### src/hw/rtl/udh_pkg.sv
`timescale 1ns / 1ps
`default_nettype none

package udh_pkg;

    localparam logic [31:0] SEED_FIRST_RST  = 32'h1357_9bdf;
    localparam logic [31:0] SEED_SECOND_RST = 32'h2468_ace1;

    localparam int KEY_W     = 32;
    localparam int CFG_IDX_W = 1;

    localparam logic [CFG_IDX_W-1:0] CFG_SEED_FIRST  = 1'b0;
    localparam logic [CFG_IDX_W-1:0] CFG_SEED_SECOND = 1'b1;

    localparam logic [1:0] OP_BYTE = 2'd0;
    localparam logic [1:0] OP_SEP  = 2'd1;
    localparam logic [1:0] OP_END  = 2'd2;

    typedef enum logic [1:0] {
        S_IDLE,
        S_TAKE,
        S_LOW,
        S_FLUSH
    } t_state;

    typedef enum logic [2:0] {
        CMD_NONE,
        CMD_LOAD,
        CMD_TAKE,
        CMD_LOW,
        CMD_RAW,
        CMD_SEP,
        CMD_END
    } t_cmd;

    typedef struct packed {
        logic [1:0] q_count;
        logic [1:0] pend_count;
        logic       take_long;
        logic       out_free;
    } t_status;

    // utf-8 sequence length from the lead byte, zero when it cannot lead
    function automatic logic [2:0] lead_length(input logic [7:0] b);
        logic [2:0] len;
        if (b < 8'h80) begin
            len = 3'd1;
        end else if ((b & 8'he0) == 8'hc0) begin
            len = 3'd2;
        end else if ((b & 8'hf0) == 8'he0) begin
            len = 3'd3;
        end else if ((b & 8'hf8) == 8'hf0) begin
            len = 3'd4;
        end else begin
            len = 3'd0;
        end
        return len;
    endfunction

    // h*31 + u as shift and subtract
    function automatic logic [KEY_W-1:0] hash_step(input logic [KEY_W-1:0] h,
                                                   input logic [15:0] u);
        return (h << 5) - h + {{(KEY_W-16){1'b0}}, u};
    endfunction

endpackage

`default_nettype wire

### src/hw/rtl/udh_in_if.sv
`timescale 1ns / 1ps
`default_nettype none

interface udh_in_if;
    logic       valid;
    logic       ready;
    logic [1:0] op;
    logic [7:0] text_byte;

    modport source (output valid, output op, output text_byte, input ready);
    modport sink   (input valid, input op, input text_byte, output ready);
endinterface

`default_nettype wire

### src/hw/rtl/udh_out_if.sv
`timescale 1ns / 1ps
`default_nettype none

interface udh_out_if;
    logic        valid;
    logic        ready;
    logic [31:0] key_first;
    logic [31:0] key_second;

    modport source (output valid, output key_first, output key_second, input ready);
    modport sink   (input valid, input key_first, input key_second, output ready);
endinterface

`default_nettype wire

### src/hw/rtl/udh_ctrl.sv
`timescale 1ns / 1ps
`default_nettype none

module udh_ctrl (
    input  logic            i_clk,
    input  logic            i_rst_n,
    input  logic            i_in_valid,
    input  logic [1:0]      i_in_op,
    input  logic            i_in_byte_nz,
    output logic            o_in_ready,
    input  udh_pkg::t_status i_status,
    output udh_pkg::t_cmd   o_cmd
);
    import udh_pkg::*;

    t_state r_state, n_state;
    logic   r_flush, n_flush;
    logic   r_end, n_end;
    logic   w_take_byte;
    logic   w_start_flush;

    assign w_take_byte   = (i_in_op == OP_BYTE) && i_in_byte_nz;
    assign w_start_flush = (i_in_op == OP_SEP) || (i_in_op == OP_END);

    always_ff @(posedge i_clk) begin
        if (!i_rst_n) begin
            r_state <= S_IDLE;
            r_flush <= 1'b0;
            r_end   <= 1'b0;
        end else begin
            r_state <= n_state;
            r_flush <= n_flush;
            r_end   <= n_end;
        end
    end

    // next state
    always_comb begin
        n_state = r_state;
        n_flush = r_flush;
        n_end   = r_end;
        unique case (r_state)
            S_IDLE: begin
                if (i_in_valid) begin
                    n_flush = w_start_flush;
                    n_end   = (i_in_op == OP_END);
                    if (w_take_byte) begin
                        n_state = S_TAKE;
                    end else if (w_start_flush) begin
                        n_state = S_FLUSH;
                    end
                end
            end
            S_TAKE: begin
                // queue pops this cycle
                if (i_status.take_long) begin
                    n_state = S_LOW;
                end else if (i_status.q_count > 2'd1) begin
                    n_state = S_TAKE;
                end else if (r_flush) begin
                    n_state = S_FLUSH;
                end else begin
                    n_state = S_IDLE;
                end
            end
            S_LOW: begin
                if (i_status.q_count != 2'd0) begin
                    n_state = S_TAKE;
                end else if (r_flush) begin
                    n_state = S_FLUSH;
                end else begin
                    n_state = S_IDLE;
                end
            end
            S_FLUSH: begin
                if (i_status.pend_count != 2'd0) begin
                    n_state = (i_status.pend_count > 2'd1) ? S_TAKE : S_FLUSH;
                end else if (!r_end || i_status.out_free) begin
                    n_state = S_IDLE;
                end
            end
            default: n_state = S_IDLE;
        endcase
    end

    // outputs
    always_comb begin
        o_in_ready = 1'b0;
        o_cmd      = CMD_NONE;
        unique case (r_state)
            S_IDLE: begin
                o_in_ready = 1'b1;
                if (i_in_valid && w_take_byte) begin
                    o_cmd = CMD_LOAD;
                end
            end
            S_TAKE:  o_cmd = CMD_TAKE;
            S_LOW:   o_cmd = CMD_LOW;
            S_FLUSH: begin
                if (i_status.pend_count != 2'd0) begin
                    o_cmd = CMD_RAW;
                end else if (!r_end) begin
                    o_cmd = CMD_SEP;
                end else if (i_status.out_free) begin
                    o_cmd = CMD_END;
                end
            end
            default: o_cmd = CMD_NONE;
        endcase
    end

`ifndef NO_ASSERTIONS
    a_low_after_take: assert property (@(posedge i_clk) disable iff (!i_rst_n)
        (r_state == S_LOW) |-> ($past(r_state) == S_TAKE))
        else $error("low surrogate step without a preceding take");

    a_take_has_byte: assert property (@(posedge i_clk) disable iff (!i_rst_n)
        (r_state == S_TAKE) |-> (i_status.q_count != 2'd0))
        else $error("take step with an empty byte queue");

    a_idle_queue_empty: assert property (@(posedge i_clk) disable iff (!i_rst_n)
        (r_state == S_IDLE) |-> (i_status.q_count == 2'd0))
        else $error("bytes left in the queue while idle");
`endif

endmodule

`default_nettype wire

### src/hw/rtl/udh_datapath.sv
`timescale 1ns / 1ps
`default_nettype none

module udh_datapath (
    input  logic                          i_clk,
    input  logic                          i_rst_n,
    input  udh_pkg::t_cmd                 i_cmd,
    input  logic [7:0]                    i_byte,
    input  logic                          i_cfg_we,
    input  logic [udh_pkg::CFG_IDX_W-1:0] i_cfg_idx,
    input  logic [udh_pkg::KEY_W-1:0]     i_cfg_data,
    output udh_pkg::t_status              o_status,
    output logic                          o_out_valid,
    input  logic                          i_out_ready,
    output logic [udh_pkg::KEY_W-1:0]     o_key_first,
    output logic [udh_pkg::KEY_W-1:0]     o_key_second
);
    import udh_pkg::*;

    logic [KEY_W-1:0] r_seed1, r_seed2;
    logic [KEY_W-1:0] r_lane1, r_lane2;
    logic [KEY_W-1:0] r_key1, r_key2;
    logic [7:0]       r_pb [3];
    logic [7:0]       r_q  [2];
    logic [1:0]       r_qn;
    logic [1:0]       r_pc, n_pc;
    logic [2:0]       r_sl, n_sl;
    logic [15:0]      r_low;
    logic             r_ovalid;

    logic [7:0]  w_b;
    logic [2:0]  w_len;
    logic [20:0] w_cp;
    logic [20:0] w_v;
    logic [15:0] w_hi, w_lo;
    logic        w_long;
    logic        t_store;
    logic [1:0]  t_idx;
    logic        t_has_unit;
    logic        t_long;
    logic [15:0] t_unit;
    logic        w_upd;
    logic [15:0] w_unit;

    assign w_b   = r_q[0];
    assign w_len = lead_length(w_b);

    // code point of a completed sequence
    always_comb begin
        unique case (r_sl)
            3'd2:    w_cp = {10'd0, r_pb[0][4:0], w_b[5:0]};
            3'd3:    w_cp = {5'd0, r_pb[0][3:0], r_pb[1][5:0], w_b[5:0]};
            default: w_cp = {r_pb[0][2:0], r_pb[1][5:0], r_pb[2][5:0], w_b[5:0]};
        endcase
    end

    assign w_v    = w_cp - 21'h01_0000;
    assign w_hi   = 16'hd800 + {5'd0, w_v[20:10]};
    assign w_lo   = 16'hdc00 + {6'd0, w_v[9:0]};
    assign w_long = |w_cp[20:16];

    // one byte through the decoder
    always_comb begin
        t_store    = 1'b0;
        t_idx      = r_pc;
        t_has_unit = 1'b0;
        t_long     = 1'b0;
        t_unit     = {8'd0, w_b};
        n_pc       = r_pc;
        n_sl       = r_sl;
        if (r_pc == 2'd0) begin
            if (w_len <= 3'd1) begin
                // ascii or a byte that cannot lead goes in raw
                t_has_unit = 1'b1;
            end else begin
                t_store = 1'b1;
                t_idx   = 2'd0;
                n_pc    = 2'd1;
                n_sl    = w_len;
            end
        end else if (({1'b0, r_pc} + 3'd1) >= r_sl) begin
            n_pc       = 2'd0;
            n_sl       = 3'd0;
            t_has_unit = 1'b1;
            t_long     = w_long;
            t_unit     = w_long ? w_hi : w_cp[15:0];
        end else begin
            t_store = 1'b1;
            n_pc    = r_pc + 2'd1;
        end
    end

    // lane update source
    always_comb begin
        w_upd  = 1'b0;
        w_unit = 16'd0;
        unique case (i_cmd)
            CMD_TAKE: begin
                w_upd  = t_has_unit;
                w_unit = t_unit;
            end
            CMD_LOW: begin
                w_upd  = 1'b1;
                w_unit = r_low;
            end
            CMD_RAW: begin
                w_upd  = 1'b1;
                w_unit = {8'd0, r_pb[0]};
            end
            CMD_SEP: begin
                w_upd  = 1'b1;
                w_unit = 16'd0;
            end
            default: begin
                w_upd  = 1'b0;
                w_unit = 16'd0;
            end
        endcase
    end

    always_ff @(posedge i_clk) begin
        if (!i_rst_n) begin
            r_seed1  <= SEED_FIRST_RST;
            r_seed2  <= SEED_SECOND_RST;
            r_lane1  <= SEED_FIRST_RST;
            r_lane2  <= SEED_SECOND_RST;
            r_qn     <= 2'd0;
            r_pc     <= 2'd0;
            r_sl     <= 3'd0;
            r_ovalid <= 1'b0;
        end else begin
            if (i_cfg_we) begin
                unique case (i_cfg_idx)
                    CFG_SEED_FIRST:  r_seed1 <= i_cfg_data;
                    CFG_SEED_SECOND: r_seed2 <= i_cfg_data;
                    default: ;
                endcase
            end
            if (r_ovalid && i_out_ready) begin
                r_ovalid <= 1'b0;
            end
            if (w_upd) begin
                r_lane1 <= hash_step(r_lane1, w_unit);
                r_lane2 <= hash_step(r_lane2, w_unit);
            end
            unique case (i_cmd)
                CMD_LOAD: r_qn <= 2'd1;
                CMD_TAKE: begin
                    r_qn <= r_qn - 2'd1;
                    r_pc <= n_pc;
                    r_sl <= n_sl;
                end
                CMD_RAW: begin
                    r_qn <= r_pc - 2'd1;
                    r_pc <= 2'd0;
                    r_sl <= 3'd0;
                end
                CMD_END: begin
                    r_ovalid <= 1'b1;
                    r_lane1  <= r_seed1;
                    r_lane2  <= r_seed2;
                end
                default: ;
            endcase
        end
    end

    // payload, no reset
    always_ff @(posedge i_clk) begin
        unique case (i_cmd)
            CMD_LOAD: r_q[0] <= i_byte;
            CMD_TAKE: begin
                r_q[0] <= r_q[1];
                r_low  <= w_lo;
                if (t_store) begin
                    r_pb[t_idx] <= w_b;
                end
            end
            CMD_RAW: begin
                // bytes after the raw lead are scanned again
                r_q[0] <= r_pb[1];
                r_q[1] <= r_pb[2];
            end
            CMD_END: begin
                r_key1 <= r_lane1;
                r_key2 <= r_lane2;
            end
            default: ;
        endcase
    end

    assign o_status.q_count    = r_qn;
    assign o_status.pend_count = r_pc;
    assign o_status.take_long  = t_long;
    assign o_status.out_free   = !r_ovalid || i_out_ready;

    assign o_out_valid  = r_ovalid;
    assign o_key_first  = r_key1;
    assign o_key_second = r_key2;

endmodule

`default_nettype wire

### src/hw/rtl/utf8_utf16_dual_string_hash.sv
`timescale 1ns / 1ps
`default_nettype none

// Hashes a key given as a stream of UTF-8 bytes into two 32-bit lanes, each updated
// per UTF-16 code unit as h = h*31 + unit. A text beat (op 0) is accepted and then
// decoded, with an extra step for the low half when it completes a code point above
// 0xFFFF (surrogate pair); zero bytes and op 3 are only accepted. A separator (op 1)
// or end (op 2) beat flushes pending bytes: each cut-off lead byte goes in raw and
// the bytes after it are scanned again; a separator then mixes in a zero unit. The
// input is not ready again until a beat is done. Both lanes share one update source
// (one shift-subtract-add per cycle). The end beat emits both lanes through an output
// register and reloads the seeds; it waits while a previous result has not been taken.
// Seed writes (index 0 first lane, index 1 second lane) apply from the next end beat.
module utf8_utf16_dual_string_hash (
    input  logic                          i_clk,
    input  logic                          i_rst_n,
    udh_in_if.sink                        i_in,
    udh_out_if.source                     o_out,
    input  logic                          i_cfg_we,
    input  logic [udh_pkg::CFG_IDX_W-1:0] i_cfg_idx,
    input  logic [udh_pkg::KEY_W-1:0]     i_cfg_data
);
    import udh_pkg::*;

    t_cmd    w_cmd;
    t_status w_status;

    udh_ctrl u_ctrl (
        .i_clk       (i_clk),
        .i_rst_n     (i_rst_n),
        .i_in_valid  (i_in.valid),
        .i_in_op     (i_in.op),
        .i_in_byte_nz(i_in.text_byte != 8'd0),
        .o_in_ready  (i_in.ready),
        .i_status    (w_status),
        .o_cmd       (w_cmd)
    );

    udh_datapath u_datapath (
        .i_clk       (i_clk),
        .i_rst_n     (i_rst_n),
        .i_cmd       (w_cmd),
        .i_byte      (i_in.text_byte),
        .i_cfg_we    (i_cfg_we),
        .i_cfg_idx   (i_cfg_idx),
        .i_cfg_data  (i_cfg_data),
        .o_status    (w_status),
        .o_out_valid (o_out.valid),
        .i_out_ready (o_out.ready),
        .o_key_first (o_out.key_first),
        .o_key_second(o_out.key_second)
    );

endmodule

`default_nettype wire

### src/flat_wrapper.sv
// flat-port wrapper written by rule: the top's interface ports become plain ports
module utf8_utf16_dual_string_hash_flat import udh_pkg::*;
  (i_clk, i_rst_n, i_cfg_we, i_cfg_idx, i_cfg_data, i_in_valid, i_in_op, i_in_text_byte, i_in_ready, o_out_valid, o_out_key_first, o_out_key_second, o_out_ready);
  udh_in_if i_in_i ();
  udh_out_if o_out_i ();
  input  logic i_clk;
  input  logic i_rst_n;
  input  logic i_cfg_we;
  input  logic [udh_pkg::CFG_IDX_W-1:0] i_cfg_idx;
  input  logic [udh_pkg::KEY_W-1:0] i_cfg_data;
  input wire logic [$bits(i_in_i.valid)-1:0] i_in_valid;
  input wire logic [$bits(i_in_i.op)-1:0] i_in_op;
  input wire logic [$bits(i_in_i.text_byte)-1:0] i_in_text_byte;
  output wire logic [$bits(i_in_i.ready)-1:0] i_in_ready;
  output wire logic [$bits(o_out_i.valid)-1:0] o_out_valid;
  output wire logic [$bits(o_out_i.key_first)-1:0] o_out_key_first;
  output wire logic [$bits(o_out_i.key_second)-1:0] o_out_key_second;
  input wire logic [$bits(o_out_i.ready)-1:0] o_out_ready;
  assign i_in_i.valid = i_in_valid;
  assign i_in_i.op = i_in_op;
  assign i_in_i.text_byte = i_in_text_byte;
  assign i_in_ready = i_in_i.ready;
  assign o_out_valid = o_out_i.valid;
  assign o_out_key_first = o_out_i.key_first;
  assign o_out_key_second = o_out_i.key_second;
  assign o_out_i.ready = o_out_ready;
  utf8_utf16_dual_string_hash u_core (.i_clk(i_clk), .i_rst_n(i_rst_n), .i_in(i_in_i), .o_out(o_out_i), .i_cfg_we(i_cfg_we), .i_cfg_idx(i_cfg_idx), .i_cfg_data(i_cfg_data));
endmodule
### config.mk
export PLATFORM = sky130hd
export DESIGN_NAME = utf8_utf16_dual_string_hash_flat
export DESIGN_NICKNAME = d
export VERILOG_FILES = /design/src/hw/rtl/udh_pkg.sv /design/src/hw/rtl/udh_in_if.sv /design/src/hw/rtl/udh_out_if.sv /design/src/hw/rtl/udh_ctrl.sv /design/src/hw/rtl/udh_datapath.sv /design/src/hw/rtl/utf8_utf16_dual_string_hash.sv /design/src/flat_wrapper.sv
export SDC_FILE = /design/constraint.sdc
export NUM_CORES = 1
export LEC_CHECK = 0
export ABC_AREA = 1
export BUFFER_PORTS_ARGS = -buffer_cell sky130_fd_sc_hd__buf_2
export CORE_MARGIN = 2
export CORE_UTILIZATION = 38
export DETAILED_ROUTE_END_ITERATION = 10
export PLACE_DENSITY = 0.66
export SLEW_MARGIN = 20
export SYNTH_ARGS = -nofsm -noshare
export SYNTH_HDL_FRONTEND = slang
export SYNTH_HIERARCHICAL = 1
export SYNTH_SLANG_ARGS = --single-unit
### constraint.sdc
create_clock -name i_clk -period 9.2 [get_ports i_clk]
set_input_delay 0.46 -clock i_clk [delete_from_list [all_inputs] [get_ports i_clk]]
set_output_delay 0.46 -clock i_clk [all_outputs]
set_load 0.03 [all_outputs]
==> metrics.txt <==
Crit-path slowest cell nor2_1; unrepaired setup endpoints after global routing no; Post-Syn Area 15700 um^2; core area 40800 um^2; share of cells above drive strength 1 8.58%; IO Port Bufs ~110; status finished, final reports clean; non-filler cells, final between 2000 and 3000; Total GRT Usage approximately a fifth; routed wl met2 roughly 22000 um; fmax 0.188 GHz; DRC viols 0; ANT cells 0; Die ar. 42900 um^2; minimum clock period after layout roughly 5.3 ns; Cells after Synth 2123; Fin Clk Skew between 0.01 and 0.015 ns; Netlist cell types 40; Req. time, crit path 9.66 ns; Tot Pwr 7.07 mW; vias in the first global route approximately 14000; Slew Viols, Final 0; Worst Hold Launch i_cfg_data[26]; GRT Residual Overflow 0; Worst-path clk slew about 0.06 ns; initial antenna violation count 0; Max-Cap Viols 0; Final Hold Vio Count 0; crit share post-route between 50 and 60%; CTS Root Cell clkbuf_16; TritonRoute pass-1 iters 6; Final Wtd Congestion 0.948; Final TNS setup 0 ns; setup slack, reg-to-reg ~3.9 ns; I/O Pins 114; worst skew pair latency 0.58 ns; routed wl met3 2060 um; hold slack ~0.12 ns; Reg2Reg Launch Point u_core/u_datapath/r_pc[0]; crit-path cells inv_1 > ha_1 > ha_1 > nand2_1 > o211ai_1 > nand2_1 > nor2_1 > nand2_1 > o211ai_1 > nand3_1 > fa_1 > ha_1 > nand2_1 > inv_1 > a21oi_1 > nand2_1 > nand2_1 > nand3_1 > nand2_1 > nand2_1 > nand2_1 > nand2_1 > o21ai_0 > nand2_1; clk buf depth 3; WL final 45800 um; Worst Setup End Kind register; DRT met1 WL about 21000 um; Critical Path Start u_core/u_datapath/r_pc[0]; vias per inst 5.01; H-tree depth 1; DP Worst Slack 3.89 ns; Avg Cell Area, Syn 7.39 um^2; TritonCTS clock tree yes; share of the yosys chip area belonging to registers 39.7%; Largest delay share family, worst path simple AND/OR/NAND/NOR gates; Initial Util 38.4%; Yosys warnings 6; worst-margin pin slew about 1.1 ns; Bufs and invs on worst path 2; Post CTS Setup Buffer Count 0; Final ANT Viol Nets 0; highest metal used met4; Std-Cell Rows between 70 and 80; final worst slack roughly 3.9 ns; Synth Net Count 2305; crit path max fanout 14; largest net degree at the start of global routing 75; Hold/Removal Path Class in -> reg; Fillers approximately 4200; number of gates resized after CTS 0; area grow syn2layout 13.3%; Vias approximately 14000; Post-DP HPWL 34200 um; crit-path most repeated cell nand2_1; Setup crit start kind register; Crit Path Class reg -> reg; global-route wire length before repair a little over 70000 um; CTS sink count 254; Rel. slew slack 26.6%; post-route cell area 17800 um^2; Max stage delay on crit path 0.77 ns; WL/cell 16.5 um; Post-CTS Hold Fix Bufs 0; Die Ht 207 um; CP arrival 5.77 ns; Layout Utilization 43.5%; Post-DP Area around 17000 um^2; initial DRC count 944; Leak 8.83 nW; Synth Register Bits 254; clock buffer count from CTS 30; VDD IR max roughly 0.00019 V; die width 207 um; power per cell area just under 400 nW/um^2; final net count 2397; Setup Viol. Count Final 0; Placed Instances 2715
-- path summary, 6_finish.rpt --
kind                                       end  cells past startpoint
max              u_core/u_datapath/r_lane2[26]                     24
min              u_core/u_datapath/r_seed2[26]                      3
max reg2reg      u_core/u_datapath/r_lane2[26]                     24
min reg2reg  u_core/u_datapath/o_key_first[28]                      0
-- power breakdown --
| group | switching [mW] | internal [mW] | leakage [nW] | total [mW] |
|---|---|---|---|---|
| registers | 0.205 | 1.42 | 2.19 | 1.63 |
| logic | 2.78 | 1.41 | 6.14 | 4.20 |
| clock network | 0.500 | 0.749 | 0.502 | 1.25 |
| total | 3.49 | 3.59 | 8.83 | 7.07 |
-- state kept, by name, indices dropped and copies added (netlist names), 2 cells and up --
signal,count
u_core/u_datapath/o_key_first,32
u_core/u_datapath/o_key_second,32
u_core/u_datapath/r_lane1,32
u_core/u_datapath/r_lane2,32
u_core/u_datapath/r_seed1,32
u_core/u_datapath/r_seed2,32
u_core/u_datapath/r_pb,24
u_core/u_datapath/r_q,16
u_core/u_datapath/r_low,10
u_core/u_datapath/r_sl,3
u_core/u_ctrl/r_state,2
u_core/u_datapath/r_pc,2
u_core/u_datapath/r_qn,2
-- synthesized netlist by cell type (all sizes together) --
cell type	count	area, um^2
a21o	4	30.0
a22o	2	17.5
and2	5	31.3
xnor2	11	96.3
clkbuf	38	143
o221ai	3	26.3
a22oi	1	7.51
o22ai	4	25.0
inv	376	1410
nor4	1	6.26
a31oi	11	68.8
nand4	8	50.1
nor3	12	76.3
a21oi	157	793
o21bai	11	82.6
xor2	16	140
o21ai	110	551
o211ai	54	405
nor2	199	769
nand3b	3	22.5
nand2	571	2140
fa	24	480
dfxtp	140	2800
edfxtp	114	3420
buf	23	121
nand3	109	546
or2	4	25.0
o31ai	1	7.51
a21boi	1	7.51
ha	110	1380
-- layout make-up --
class / count / area, um^2 / share of cell area [%]
Sequential cell: 254 / 6230 / 35.0
Timing Repair Buffer: 121 / 628 / 3.53
Clock inverter: 16 / 175 / 0.985
Tap cell: 532 / 666 / 3.74
Multi-Input combinational cell: 1432 / 7800 / 43.9
Inverter: 376 / 1410 / 7.95
Clock buffer: 40 / 871 / 4.90
-- layer usage --
layer | up-vias | track usage [%]
met5 | - | 0
met3 | 74 | 2.46
met2 | 347 | 36.6
met4 | 0 | 5.69
li1 | 6995 | -
met1 | 6453 | 27.4
-- worst reg2reg max path, delay by kind of cell (launching register included) --
kind / cells / cell delay [ns]
AOI/OAI and AO/OA: 4 / 0.73
adders and majority gates: 4 / 1.53
buffers and inverters: 2 / 0.22
DFF: 1 / 0.48
and+or+nand+nor: 14 / 2.26
-- cells in the final DEF, fill, tap and decap left out, types with 16 or more instances in the layout --
cell type and instances:
fa_1 24, ha_1 110, buf_2 112, dfxtp_1 140
o21ai_0 106, nor2_1 192, edfxtp_1 114, xor2_1 16
nand2_1 571, inv_1 370, o211ai_1 54, clkbuf_16 32
nand3_1 109, a21oi_1 155
-- cell families (layout without fill, tap and decap cells) --
group / Yosys count / after routing / share of synthesized area (%)
adders and majority gates: 134 / 134 / 11.8
and+or+nand+nor: 912 / 912 / 23.4
buffers and inverters: 437 / 553 / 10.7
AOI/OAI and AO/OA: 359 / 359 / 12.9
xor gates and xnor gates: 27 / 27 / 1.51
DFF: 254 / 254 / 39.7
(Power assumes the default switching activity.)
